===== src/design/rhmf_pkg.sv =====
// ----------------------------------------------------------------------------
// rhmf_pkg: shared definitions for the running median filter
// Sizes, configuration register indexes and reset values, request codes, payload
// structs, the cell link struct, the sequencer state type and the median rank.
// ----------------------------------------------------------------------------
package rhmf_pkg;

  // Pixel and geometry limits.
  localparam int LEVELS     = 256;
  localparam int PIX_W      = $clog2(LEVELS);
  localparam int MAX_WIDTH  = 1024;
  localparam int MAX_RADIUS = 3;

  // Line store: one slot per row, enough row slots for the rows in flight.
  localparam int COL_W       = $clog2(MAX_WIDTH);
  localparam int SLOT_W      = $clog2(2 * MAX_RADIUS + 2);
  localparam int ADDR_W      = SLOT_W + COL_W;
  localparam int STORE_DEPTH = 1 << ADDR_W;

  // Window and sorting chain.
  localparam int SIDE_MAX  = 2 * MAX_RADIUS + 1;
  localparam int CHAIN_LEN = SIDE_MAX * SIDE_MAX;
  localparam int OFS_W     = $clog2(SIDE_MAX);

  // Register widths.
  localparam int W_W        = 11;
  localparam int H_W        = 12;
  localparam int R_W        = 2;
  localparam int CFG_IDX_W  = 2;
  localparam int CFG_DATA_W = 12;
  localparam int DELAY_W    = 12;

  // Configuration register indexes.
  localparam logic [CFG_IDX_W-1:0] CFG_IMAGE_WIDTH   = 2'd0;
  localparam logic [CFG_IDX_W-1:0] CFG_IMAGE_HEIGHT  = 2'd1;
  localparam logic [CFG_IDX_W-1:0] CFG_WINDOW_RADIUS = 2'd2;

  // Register reset values.
  localparam logic [W_W-1:0] RST_IMAGE_WIDTH   = 11'd640;
  localparam logic [H_W-1:0] RST_IMAGE_HEIGHT  = 12'd480;
  localparam logic [R_W-1:0] RST_WINDOW_RADIUS = 2'd1;

  // Request codes.
  localparam logic REQ_PIXEL = 1'b0;
  localparam logic REQ_FLUSH = 1'b1;

  typedef struct packed {
    logic             req_type;
    logic [PIX_W-1:0] pixel;
  } in_item_t;

  typedef struct packed {
    logic [PIX_W-1:0] out_pixel;
    logic             frame_last;
  } out_item_t;

  // What one sorting cell hands to its right-hand neighbor.
  typedef struct packed {
    logic             take;
    logic             valid;
    logic [PIX_W-1:0] value;
  } cell_link_t;

  typedef enum logic [2:0] {
    S_IDLE,
    S_START,
    S_PASS,
    S_GATHER,
    S_DRAIN,
    S_MED,
    S_OUT
  } rhmf_state_t;

  // Position of the median in an ascending sort of a window of radius r.
  function automatic int rank_of(input int r);
    return 2 * r * (r + 1);
  endfunction

endpackage


===== src/design/rhmf_sort_cell.sv =====
// ----------------------------------------------------------------------------
// rhmf_sort_cell: one cell of the insertion sorting chain
// Holds one value; on an insertion it either keeps its value, takes the new
// value, or takes the value of its left neighbor that is being pushed right.
// ----------------------------------------------------------------------------
module rhmf_sort_cell import rhmf_pkg::*; (
  input  logic             clk,
  input  logic             rst_n,
  input  logic             clear,
  input  logic             ins_en,
  input  logic [PIX_W-1:0] ins_value,
  input  cell_link_t       left,
  output cell_link_t       right
);

  logic             valid_r;
  logic [PIX_W-1:0] value_r;
  logic             ins;

  // The new value belongs here or further left when this cell is empty or larger.
  assign ins = !valid_r || (ins_value < value_r);

  assign right.take  = ins;
  assign right.valid = valid_r;
  assign right.value = value_r;

  // Occupancy.
  always_ff @(posedge clk) begin
    if (!rst_n) begin
      valid_r <= 1'b0;
    end else if (clear) begin
      valid_r <= 1'b0;
    end else if (ins_en) begin
      if (left.take) begin
        valid_r <= left.valid;
      end else if (ins) begin
        valid_r <= 1'b1;
      end
    end
  end

  // Stored value.
  always_ff @(posedge clk) begin
    if (ins_en) begin
      if (left.take) begin
        value_r <= left.value;
      end else if (ins) begin
        value_r <= ins_value;
      end
    end
  end

endmodule


===== src/design/rhmf_sort_chain.sv =====
// ----------------------------------------------------------------------------
// rhmf_sort_chain: row of sorting cells
// Keeps the window values in ascending order, one insertion per cycle.
// ----------------------------------------------------------------------------
module rhmf_sort_chain import rhmf_pkg::*; (
  input  logic                 clk,
  input  logic                 rst_n,
  input  logic                 clear,
  input  logic                 ins_en,
  input  logic [PIX_W-1:0]     ins_value,
  output logic [PIX_W-1:0]     values [CHAIN_LEN],
  output logic [CHAIN_LEN-1:0] valids
);

  cell_link_t link [CHAIN_LEN+1];

  // The head of the chain never pushes anything in from the left.
  assign link[0] = '0;

  // Cells, each linked to its left neighbor.
  for (genvar i = 0; i < CHAIN_LEN; i++) begin : g_cell
    rhmf_sort_cell u_cell (
      .clk       (clk),
      .rst_n     (rst_n),
      .clear     (clear),
      .ins_en    (ins_en),
      .ins_value (ins_value),
      .left      (link[i]),
      .right     (link[i+1])
    );
    assign values[i] = link[i+1].value;
    assign valids[i] = link[i+1].valid;
  end

endmodule


===== config.mk =====
export PLATFORM = sky130hd
export DESIGN_NAME = rhmf_sort_chain
export DESIGN_NICKNAME = d
export VERILOG_FILES = /design/src/design/rhmf_pkg.sv /design/src/design/rhmf_sort_cell.sv /design/src/design/rhmf_sort_chain.sv
export SDC_FILE = /design/constraint.sdc
export NUM_CORES = 1
export LEC_CHECK = 0
export BUFFER_PORTS_ARGS = -buffer_cell sky130_fd_sc_hd__buf_2
export CELL_PAD_IN_SITES_DETAIL_PLACEMENT = 0
export CELL_PAD_IN_SITES_GLOBAL_PLACEMENT = 1
export CORE_UTILIZATION = 45
export CTS_BUF_LIST = sky130_fd_sc_hd__clkbuf_4 sky130_fd_sc_hd__clkbuf_8
export DETAILED_ROUTE_END_ITERATION = 7
export GPL_ROUTABILITY_DRIVEN = 0
export PLACE_DENSITY = 0.87
export SYNTH_ARGS = -nofsm -noshare
export SYNTH_HDL_FRONTEND = slang
export SYNTH_SLANG_ARGS = --single-unit

===== constraint.sdc =====
create_clock -name clk -period 3.2 [get_ports clk]
set_clock_uncertainty 0.2 [all_clocks]
set_input_delay 0.64 -clock clk [delete_from_list [all_inputs] [get_ports clk]]
set_output_delay 0.64 -clock clk [all_outputs]
set_load 0.02 [all_outputs]

# ---- Yosys cells after proc, flatten, opt, wreduce, memory -nomap -nowiden
# Cells that the tools add are included.
dict set report totals {
  reg_bits 441
  inputBits 12
  output_inout_bits 441
  word_cells 536
}
dict set report op_classes {
  n_lt_le_gt_ge 49
  n_mux 192
  n_bitwise 1
  n_reduce_logical 196
}
# op n
set ops {}
lappend ops {{two-way mux 8 bit} 96}
lappend ops {{< comparator 8 bit} 49}
lappend ops {{AND reduction 2 bit} 49}
lappend ops {{two-way mux 1 bit} 96}
lappend ops {{nonzero test 2 bit} 48}
lappend ops {{zero test 1 bit} 49}
lappend ops {{logical OR 1 bit} 49}
lappend ops {{OR reduction 2 bit} 1}
lappend ops {{inverter 1 bit} 1}

# ---- Depth between registers and ports, before layout
# Gate-level depths: netlist of run 1.
dict set report depth {
  depth_word 4
  ltp_mapped 7
  mapped_depth_nobuf 6
}

# ---- Modules after synthesis
# A second synthesis of run 1 with hierarchy kept.
dict set report unflattened {
  hier_cells 2451
  hier_area_um2 29125.4
}
# mod instances cells_each area_per_inst_um2 seq_area_each_um2
set by_module_without_submodules {}
lappend by_module_without_submodules {rhmf_sort_cell 49 50 594.3 260.2}
lappend by_module_without_submodules {rhmf_sort_chain 1 1 3.8 0.0}

# ---- Worst setup path after synthesis of run 1
# Ideal clock, no wire load.
dict set report synth_timing {
  path_kind {input to register}
  from {input port ins_value[0]}
  to {register g_cell[13].u_cell.value_r[0] (enable)}
  setup_time_ns 0.375
  arrival_time_ns 1.992
  required_time_ns 2.625
  setup_slack_ns 0.632
  stages 6
  n_path_buf 2
  cell_sequence {clkbuf_2 -> nand2b_1 -> a2111oi_2 -> o21bai_1 -> buf_6 -> a21oi_1}
}
dict set report synth_via {
  elab_chain_cells 4
  word_cells_on_any_way 6
  classes_between {2 x order compare; 4 x reduce/logical}
}
# element line
set synth_rtl {}
lappend synth_rtl {{start: declaration} rhmf_sort_chain.sv:10} ;# input logic [PIX_W-1:0] ins_value,
lappend synth_rtl {{< comparator 8 bit} rhmf_sort_cell.sv:21} ;# assign ins = !valid_r || (ins_value < value_r);
lappend synth_rtl {{logical OR 1 bit} rhmf_sort_cell.sv:21}
lappend synth_rtl {{nonzero test 2 bit (no source line) *} --}
lappend synth_rtl {{AND reduction 2 bit (no source line) *} --}
lappend synth_rtl {{end signal: assignment} rhmf_sort_cell.sv:46} ;# value_r <= left.value;
lappend synth_rtl {{end signal: assignment} rhmf_sort_cell.sv:48} ;# value_r <= ins_value;
lappend synth_rtl {{end: declaration} rhmf_sort_cell.sv:17} ;# logic [PIX_W-1:0] value_r;
# Every way passes the cells marked *; elsewhere a longest branch is shown, timed or not.
# A chain may end at the register's enable or synchronous reset.

# ---- Worst setup path in the final report of run 1
dict set report layout_timing {
  from {register g_cell[20].u_cell.value_r[7]}
  to {register g_cell[21].u_cell.value_r[6] (data pin)}
}
dict set report layout_via {
  elab_chain_cells 3
}
# element line
set layout_rtl {}
lappend layout_rtl {{start: declaration} rhmf_sort_cell.sv:17}
lappend layout_rtl {{start signal: assignment} rhmf_sort_cell.sv:46}
lappend layout_rtl {{start signal: assignment} rhmf_sort_cell.sv:48}
lappend layout_rtl {{< comparator 8 bit} rhmf_sort_cell.sv:21}
lappend layout_rtl {{logical OR 1 bit} rhmf_sort_cell.sv:21}
lappend layout_rtl {{two-way mux 8 bit} rhmf_sort_cell.sv:45} ;# if (left.take) begin
lappend layout_rtl {{end signal: assignment} rhmf_sort_cell.sv:46}
lappend layout_rtl {{end signal: assignment} rhmf_sort_cell.sv:48}
lappend layout_rtl {{end: declaration} rhmf_sort_cell.sv:17}
# Every way passes these cells.

==> flow_summary.ini, run 1 <==
[pwr]
p_int_uw = 11100
switching_share_pct = 28.3
p_comb_share_pct = 15.8
seq_power_share_pct = 44.8
p_leak_uw = 0.0154
ir_worst_vdd_mv = 0.386
clkPwrFrac_pct = 39.5
switchingPower_uw = 4370
powerDensity_nw_per_um2 = 450

[synth]
avgSynthCellArea_um2 = 12.1
yosysWarningCount = 0
synth_seq_cells = 441
synth.distinct_cells = 32
yosysSeqAreaShare_pct = 44.8
synth_area_leaders = edfxtp_1 (41%), mux2_2 (15%), ha_1 (15%)
synthCells = 2360
synth_fp_nets = 2715
synth_top_area_cell = edfxtp_1
synth_top_area_share_pct = 41.3
synth.cell_area_um2 = 28500

[routing]
final_antenna_net_count = 0
wl_met3_mm = 7.52
wl_met2_mm = 41.4
dr.first_iter.drc_count = 1402
dr.pass1.iters = 5
wl_per_cell_um = 22.9
wl_mm = 88.1
vias = 21500
drt-met1-wl_mm = 35.2
highest_layer = met4
remaining_drc_errors = 0
viasPerCell = 5.60

[sta]
slew_viol_final = 0
tightestPinTransition_ns = 0.896
slew_headroom_pct = 40.2
rsz0062_at_grt = false
max_freq_mhz = 372
worst_slack_ns = 0.513
period_needed_ns = 2.69
finalSetupViolCount = 0
hold_viol_final = 0
fin_crit_sh_pct = 84.0

[critical_path]
crit_fanout = 10
cp_top_family = compound AO/OA/AOI/OAI gates
path_cells = inv_1 > ha_1 > and3_1 > o2111ai_1 > o21bai_1 > mux2_2
worstRegToRegCells = 6
worstPathBufferInverterCount = 1
cpPeakStageDelay_ns = 0.69
cp_data_required_time_ns = 3.44
worstSetupPathDepth = 6
worst_ep_arrival_time_ns = 2.92
path_class = reg -> reg
endpoint_kind = register
r2r_slack_ns = 0.51
crit_slowest_cell = o21bai_1
critPathLaunchType = register

[grt]
first_global_vias = 22100
grt_use_total_pct = 26.9
grt_overflow_total = 0
grt_max_degree = 50
antenna_found_initial = 1
grt_pass1_wl_mm = 132

[finish]
finalNetCount = 3294
syn2layout_area_growth_pct = 20.7
drive_gt1_share_pct = 40.8
final_area_um2 = 34400

[floorplan]
coreArea_um2 = 62100
rows = 91
fp.dieW_um = 254
ios = 453
die_h_um = 254
design.die.area_um2 = 64300
start_util_pct = 45.9

[clock_network]
ctsHoldBuffers = 0
clock_path_buffers = 3
cts_root_buf = clkbuf_8
clkTransAtPathRegs_ns = 0.06
cts_buffers = 83
clk_latency_ns = 0.68
h-tree-depth = 3
clock-sinks = 441
post_cts_buffers = 0
ctsResizeCount = 0
tritoncts = built

[run_status]
status = finished, final reports clean

[place]
portBuffers = 452
postPlaceCellArea_um2 = 32500
dpl_worst_slack_ns = -0.00807
dp_hpwl_mm = 65.4

[worst_hold_path]
min_path_cells = 2
hp-class = in -> reg

[run]
cap_viol_max_count = 0
-- state kept, by name, summed over array words and instances (netlist names) --
name / flops
g_cell.u_cell.valid_r: 49
g_cell.u_cell.value_r: 392
-- layout make-up --
type                            instances  area, µm²
Fill cell                            5178      27700
Clock buffer                          117       1430
Sequential cell                       441      12800
Timing Repair Buffer                  651       4120
Tap cell                              837       1050
Antenna cell                            1       2.50
Multi-Input combinational cell       1417      13300
Clock inverter                         36        379
Inverter                              345       1300
-- cell families after synthesis --
group	share of synthesized area, %
AOI/OAI and AO/OA	9.62
adders and majority gates	15.1
buffers and inverters	8.39
DFF	44.8
muxes	16.9
and+or+nand+nor	5.24
-- synthesized netlist by cell type, drive strengths merged --
cell type  count
a2111oi       48
a21oi         98
and3          48
buf          103
clkbuf        54
dfxtp         49
edfxtp       392
ha           343
inv          345
mux2         384
mux2i         48
nand2         50
nand2b        49
nand3         97
nor2          55
nor3           1
o2111ai       48
o211a          1
o211ai        47
o21a          48
o21ai          2
o21bai        47
o22ai          1
o2bb2ai        1
o31ai          1
-- worst paths after layout --
path                           startpoint                      endpoint
max          g_cell[20].u_cell.value_r[7]  g_cell[21].u_cell.value_r[6]
min                          ins_value[6]  g_cell[17].u_cell.value_r[6]
max reg2reg  g_cell[20].u_cell.value_r[7]  g_cell[21].u_cell.value_r[6]
min reg2reg     g_cell[48].u_cell.valid_r     g_cell[48].u_cell.valid_r
-- per-layer routing --
layer	vias to the layer above	global-route usage, %
met5	-	0
met4	0	13.4
met3	231	6.84
met2	883	43.9
met1	10600	33.1
li1	9806	-
-- worst register-to-register path: cells and delay by family, from the launching register on --
| kind | cells | cell delay [ns] |
|---|---|---|
| flops | 1 | 0.41 |
| mux | 1 | 0.42 |
| compound gates | 2 | 0.81 |
| simple gates | 1 | 0.19 |
| fa+ha+maj | 1 | 0.32 |
| buf+inv | 1 | 0.08 |
-- per-stage QoR --
step | hold WS (ns) | instances | utilization [%] | power [µW] | TNS [ns]
floorplan | 0.307 | 2360 | - | 8340 | 0
global placement | 0.357 | 3691 | 52.5 | 9340 | 0
detailed placement | 0.368 | 3691 | 52.5 | 9430 | -0.00932
CTS | 0.174 | 3844 | 55.4 | 15600 | 0
global route | 0.220 | 3844 | 55.4 | 16000 | 0
finish | 0.243 | 3845 | 55.4 | 15400 | 0
-- cells in the final DEF, fill, tap and decap left out, drive strengths merged --
cell type and count:
buf 651, edfxtp 392, mux2 384, inv 350
ha 343, clkbuf 117, a21oi 98, nand3 97
nor2 55, nand2 50, dfxtp 49, nand2b 49
o21a 48, and3 48, o2111ai 48, mux2i 48
a2111oi 48, o211ai 47, o21bai 47, clkinv 22
bufinv 7, clkinvlp 2, o21ai 2, diode 1
o22ai 1, nor3 1, o31ai 1, o211a 1
o2bb2ai 1
-- power by group through the flow --
stage / clock network, µW / logic (µW) / registers, µW
after floorplan: 0 / 1100 / 7240
after global placement: 0 / 2310 / 7020
after detailed placement: 0 / 2400 / 7030
after CTS: 6210 / 2430 / 6910
after global routing: 6420 / 2650 / 6940
final: 6100 / 2430 / 6920
Power figures use the tool's default switching activity.
==> run 2: changes to the inputs <==
--- a/config.mk
+++ b/config.mk
@@ -8,7 +8,7 @@
 export BUFFER_PORTS_ARGS = -buffer_cell sky130_fd_sc_hd__buf_2
 export CELL_PAD_IN_SITES_DETAIL_PLACEMENT = 0
 export CELL_PAD_IN_SITES_GLOBAL_PLACEMENT = 1
-export CORE_UTILIZATION = 45
+export CORE_UTILIZATION = 43
 export CTS_BUF_LIST = sky130_fd_sc_hd__clkbuf_4 sky130_fd_sc_hd__clkbuf_8
 export DETAILED_ROUTE_END_ITERATION = 7
 export GPL_ROUTABILITY_DRIVEN = 0
==> constraint.sdc (replaced) <==
create_clock -name clk -period 2.18 [get_ports clk]
set_clock_uncertainty 0.2 [all_clocks]
set_input_delay 0.436 -clock clk [delete_from_list [all_inputs] [get_ports clk]]
set_output_delay 0.436 -clock clk [all_outputs]
set_load 0.02 [all_outputs]
==> run 2 against run 1 <==
Compared with the run above:
- clock-buffer cell count up 1
- the flow now finishes with violations (negative setup slack)
- critical path type unchanged
- combinational power grew 130%
- clock power up 34%
- first-iteration DRC count up 29%
- routed wire length increased by 24%
- die area grew 4.6%
- utilization grew 12 points
- via count grew 15%
==> flow_summary.ini, run 2 (synthesized netlist as in run 1, its figures left out) <==
[pwr]
finalPower_uw = 23900
p_leak_uw = 0.0189
ir_worst_vdd_mv = 0.567
powerDensity_nw_per_um2 = 545

[clock_network]
clock-sinks = 441
clock_path_buffers = 3
clkTransAtPathRegs_ns = 0.07
clk_latency_ns = 0.68
cts_buffers = 81
tritoncts = built
h-tree-depth = 3
cts_root_buf = clkbuf_8

[floorplan]
start_util_pct = 43.8
die_h_um = 259
rows = 93
fp.dieW_um = 259
ios = 453
coreArea_um2 = 64900
design.die.area_um2 = 67200

[sta]
hold_viol_final = 0
slew_headroom_pct = 65.2
finalSetupViolCount = 529
worst_slack_ns = -0.159
fin_crit_sh_pct = 107
tightestPinTransition_ns = 0.522
max_freq_mhz = 427
period_needed_ns = 2.34
slew_viol_final = 0
rsz0062_at_grt = true

[routing]
wl_mm = 109
viasPerCell = 5.71
dr.pass1.iters = 6
final_antenna_net_count = 0
remaining_drc_errors = 0
dr.first_iter.drc_count = 1807
wl_per_cell_um = 25.1
vias = 24800

[finish]
finalNetCount = 3780
num-fill-cells = 4274
top_register = g_cell.u_cell.value_r
layout_common_cells = buf_4 (532), buf_2 (423), edfxtp_1 (392)
drive_gt1_share_pct = 62.2
syn2layout_area_growth_pct = 54.2
seq_area_um2 = 12800
final_util_pct = 67.6
final_area_um2 = 43900
antenna_cells = 0
largest_reg_flops = 392
mostFrequentLayoutCell = buf_4
largestRegisters = g_cell.u_cell.value_r: 392 flops, g_cell.u_cell.valid_r: 49 flops
multi_input_area_um2 = 18600

[worst_hold_path]
min_to = g_cell[0].u_cell.value_r[3]
min_path_cells = 2
hp-class = in -> reg
min-delay-start = ins_value[3]

[place]
dpl_worst_slack_ns = -0.625
portBuffers = 452
postPlaceCellArea_um2 = 35400
dp_hpwl_mm = 69.3

[grt]
first_global_vias = 24900
grt_use_total_pct = 28.4
grt_overflow_total = 0
grt_pass1_wl_mm = 146
grt_max_degree = 33
antenna_found_initial = 1

[critical_path]
endpoint_kind = register
worst_ep_arrival_time_ns = 2.47
critPathLaunchType = register
path_class = reg -> reg
cp_data_required_time_ns = 2.31
r2r_slack_ns = -0.16
crit_fanout = 8
worstRegToRegCells = 7
r2r_end = g_cell[24].u_cell.value_r[5]
r2r-start = g_cell[23].u_cell.value_r[5]

[run_status]
violations = negative setup slack
status = complete, but fails checks

[run]
cap_viol_max_count = 0
[run 2: cell count changes in the layout (fill, tap and decap cells not counted), moves of 47 or more]
cell / previous run / this run
buf_6: 0 / 136
buf_4: 181 / 532
mux2_2: 383 / 104
ha_4: 0 / 158
a21oi_1: 98 / 35
inv_2: 0 / 113
ha_1: 343 / 178
mux2_4: 1 / 280
inv_1: 344 / 231
o2111ai_1: 48 / 1
[run 2: how the worst max path moves through the flow]
stage | slack [ns] | startpoint | cells after the start | to
detailed placement | -0.62 | ins_value[5] | 8 | g_cell[40].u_cell.value_r[3]
global placement | -0.59 | ins_value[5] | 8 | g_cell[40].u_cell.value_r[7]
global route | -0.22 | g_cell[23].u_cell.value_r[5] | 7 | g_cell[24].u_cell.value_r[5]
floorplan | -0.11 | g_cell[42].u_cell.value_r[1] | 6 | g_cell[43].u_cell.value_r[0]
CTS | -0.09 | g_cell[15].u_cell.value_r[2] | 8 | g_cell[15].u_cell.value_r[1]
finish | -0.16 | g_cell[23].u_cell.value_r[5] | 7 | g_cell[24].u_cell.value_r[5]
[run 2: metal layers]
layer | part of all wire [%] | vias to the layer above | GRT usage (%)
met3 | 7.3 | 378 | 5.36
met5 | 0 | - | 0
met4 | 5.5 | 0 | 15.1
met2 | 49 | 1272 | 47.0
met1 | 39 | 12400 | 34.9
li1 | - | 10800 | -
[run 2: layout make-up]
cell class / instances / area share [%]
multi-input cells: 1417 / 42.3
well taps: 855 / 2.44
clock buffers: 118 / 3.26
flip-flops and latches: 441 / 29.1
repair buffers: 1139 / 19.6
clock inverters: 28 / 0.393
inverters: 345 / 2.96
[run 2: where the power goes]
part	internal [µW]	switching (µW)	total [µW]
registers	9710	338	10000
clock network	4420	3750	8170
logic	2660	3040	5700
total	16800	7130	23900
[run 2: worst max-delay path, stage by stage, from the launching register on]
cell,delay [ns]
edfxtp_1,0.40
inv_1,0.07
ha_1,0.25
a21oi_1,0.22
o211ai_1,0.17
o21bai_1,0.22
buf_4,0.19
a21oi_4,0.29
[run 2: per-stage QoR]
step / hold WS (ns) / instances / setup TNS (ns)
global placement: 0.358 / 3995 / -378.21
detailed placement: 0.367 / 3995 / -410.48
CTS: 0.0746 / 4217 / -6.51
finish: 0.156 / 4343 / -29.54
floorplan: 0.307 / 2360 / -7.70
global route: 0.114 / 4343 / -69.19
[run 2: repair_timing]
item	4_1_cts	5_1_grt
endpoints found under the setup margin	437	782
endpoints found under the hold margin	1	0
cloned	20	19
hold buffers	1	0
pin swaps	54	191
buffers inserted	56	125
resized for setup	262	783
==> run 3: changes to the inputs <==
--- a/config.mk
+++ b/config.mk
@@ -6,13 +6,11 @@
 export NUM_CORES = 1
 export LEC_CHECK = 0
 export BUFFER_PORTS_ARGS = -buffer_cell sky130_fd_sc_hd__buf_2
-export CELL_PAD_IN_SITES_DETAIL_PLACEMENT = 0
-export CELL_PAD_IN_SITES_GLOBAL_PLACEMENT = 1
-export CORE_UTILIZATION = 43
+export CORE_UTILIZATION = 45
 export CTS_BUF_LIST = sky130_fd_sc_hd__clkbuf_4 sky130_fd_sc_hd__clkbuf_8
 export DETAILED_ROUTE_END_ITERATION = 7
 export GPL_ROUTABILITY_DRIVEN = 0
-export PLACE_DENSITY = 0.87
+export PLACE_DENSITY = 0.76
 export SYNTH_ARGS = -nofsm -noshare
 export SYNTH_HDL_FRONTEND = slang
 export SYNTH_SLANG_ARGS = --single-unit
==> run 3 against run 2 <==
Compared with the run above:
- the flow still finishes with violations (negative setup slack)
- sequential cell count unchanged
- clock-buffer cell count up 15
- register-to-register slack worse by 0.11 ns
- critical path type unchanged
==> flow_summary.ini, run 3 (synthesized netlist as in run 1, its figures left out) <==
[pwr]
powerDensity_nw_per_um2 = 553
p_comb_share_pct = 23.8
switching_share_pct = 30.0
finalPower_uw = 24500
p_leak_uw = 0.0190
clkPwrFrac_pct = 35.2
seq_power_share_pct = 41.0
ir_worst_vdd_mv = 0.478
p_int_uw = 17200
switchingPower_uw = 7350

[finish]
finalNetCount = 3775
syn2layout_area_growth_pct = 55.7
num-fill-cells = 3632
layout_common_cells = buf_4 (532), buf_2 (418), edfxtp_1 (392)
drive_gt1_share_pct = 63.7
top_register = g_cell.u_cell.value_r
antenna_cells = 0
largest_reg_flops = 392
largestRegisters = g_cell.u_cell.value_r: 392 flops, g_cell.u_cell.valid_r: 49 flops
final_util_pct = 71.5
mostFrequentLayoutCell = buf_4

[run_status]
violations = negative setup slack
status = complete, but fails checks

[grt]
antenna_found_initial = 1
grt_max_degree = 50
first_global_vias = 25300
grt_overflow_total = 0
grt_use_total_pct = 29.7
grt_pass1_wl_mm = 145

[sta]
holdWs_ns = 0.0930
slew_viol_final = 0
period_needed_ns = 2.45
final.setup.tns_ns = -42.50
hold_viol_final = 0
finalSetupViolCount = 631
tightestPinTransition_ns = 0.515
max_freq_mhz = 407
worst_slack_ns = -0.274
slew_headroom_pct = 65.7
fin_crit_sh_pct = 113
rsz0062_at_grt = true

[critical_path]
cp_top_family = compound AO/OA/AOI/OAI gates
r2r_end = g_cell[10].u_cell.value_r[3]
worstSetupPathDepth = 8
worstPathBufferInverterCount = 3
r2r-start = g_cell[9].u_cell.value_r[6]
critPathLaunchType = register
cp_data_required_time_ns = 2.36
crit_slowest_cell = edfxtp_1
critPathLaunch = g_cell[9].u_cell.value_r[6]
path_class = reg -> reg
r2r_slack_ns = -0.27
crit_end = g_cell[10].u_cell.value_r[3]
cpPeakStageDelay_ns = 0.45
endpoint_kind = register
crit_fanout = 5
path_cells = inv_1 > ha_4 > nand3_1 > o211ai_1 > o21bai_4 > buf_4 > buf_6 > mux2_4
worstRegToRegCells = 8
worst_ep_arrival_time_ns = 2.64

[routing]
dr.pass1.iters = 6
vias = 25500
viasPerCell = 5.91
dr.first_iter.drc_count = 1966
final_antenna_net_count = 0
wl_mm = 114
wl_per_cell_um = 26.4
remaining_drc_errors = 0

[floorplan]
design.die.area_um2 = 64300
coreArea_um2 = 62100
die_h_um = 254
rows = 91
start_util_pct = 45.9
ios = 453
fp.dieW_um = 254

[place]
portBuffers = 452
dp_hpwl_mm = 67.0

[clock_network]
cts_buffers = 81
clkTransAtPathRegs_ns = 0.06
h-tree-depth = 3
clock_path_buffers = 3
clk_latency_ns = 0.68
cts_root_buf = clkbuf_8
clock-sinks = 441
ctsHoldBuffers = 0
tritoncts = built

[run]
cap_viol_max_count = 0

[worst_hold_path]
min_path_cells = 4
hp-class = in -> reg
==> run 3: cell type report <==
cell class                 instances  area (µm²)  share of cell area, %
multi-input combinational       1418       18900                   42.7
clock buffer                     133        1560                   3.52
sequential                       441       12800                   28.8
timing repair buffer            1133        8610                   19.4
tap                              837        1050                   2.36
clock inverter                    16         125                  0.282
inverter                         345        1300                   2.93
==> run 3: stage by stage <==
| stage | cell area (µm²) | worst slack (ns) | std cells |
|---|---|---|---|
| 6_report | 44300 | -0.274 | 4323 |
| 5_1_grt | 44300 | -0.240 | 4323 |
| 4_1_cts | 39700 | -0.0853 | 4224 |
| 3_5_place_dp | 35300 | -0.622 | 3967 |
| 3_3_place_gp | 35300 | -0.535 | 3967 |
| 2_1_floorplan | 28900 | -0.107 | 2360 |
==> run 3: layer usage <==
layer / GRT usage [%] / share of wire (%) / up-vias
met2: 49.9 / 49 / 1555
met5: 0 / 0.0097 / -
met1: 35.2 / 36 / 12700
met4: 17.1 / 6.7 / 2
met3: 6.24 / 8.4 / 529
li1: - / - / 10800
==> run 3: repair_timing <==
action	CTS	global route
setup endpoints to repair	497	779
cloned	21	15
hold endpoints to repair	0	0
buffers inserted	88	111
pin swaps	65	190
resized for setup	327	765
==> run 3: power groups by stage <==
stage | Combinational, µW | Clock (µW) | Sequential, µW
finish | 5840 | 8620 | 10000
global route | 6130 | 9000 | 10100
CTS | 4550 | 8540 | 10000
detailed placement | 4060 | 0 | 10200
global placement | 3880 | 0 | 10200
floorplan | 1660 | 0 | 10600
==> run 3: worst register-to-register path: stages, from the launching register on <==
cell,delay (ns)
edfxtp_1,0.45
inv_1,0.11
ha_4,0.31
nand3_1,0.09
o211ai_1,0.27
o21bai_4,0.19
buf_4,0.14
buf_6,0.12
mux2_4,0.29
==> run 3: how the worst min path moves through the flow <==
stage | start | endpoint | slack (ns)
4_1_cts | rst_n | g_cell[7].u_cell.valid_r | 0.06
2_1_floorplan | g_cell[48].u_cell.valid_r | g_cell[48].u_cell.valid_r | 0.31
3_3_place_gp | g_cell[0].u_cell.valid_r | g_cell[0].u_cell.valid_r | 0.37
3_5_place_dp | g_cell[0].u_cell.valid_r | g_cell[0].u_cell.valid_r | 0.37
6_report | rst_n | g_cell[12].u_cell.valid_r | 0.09
5_1_grt | rst_n | g_cell[41].u_cell.valid_r | 0.12
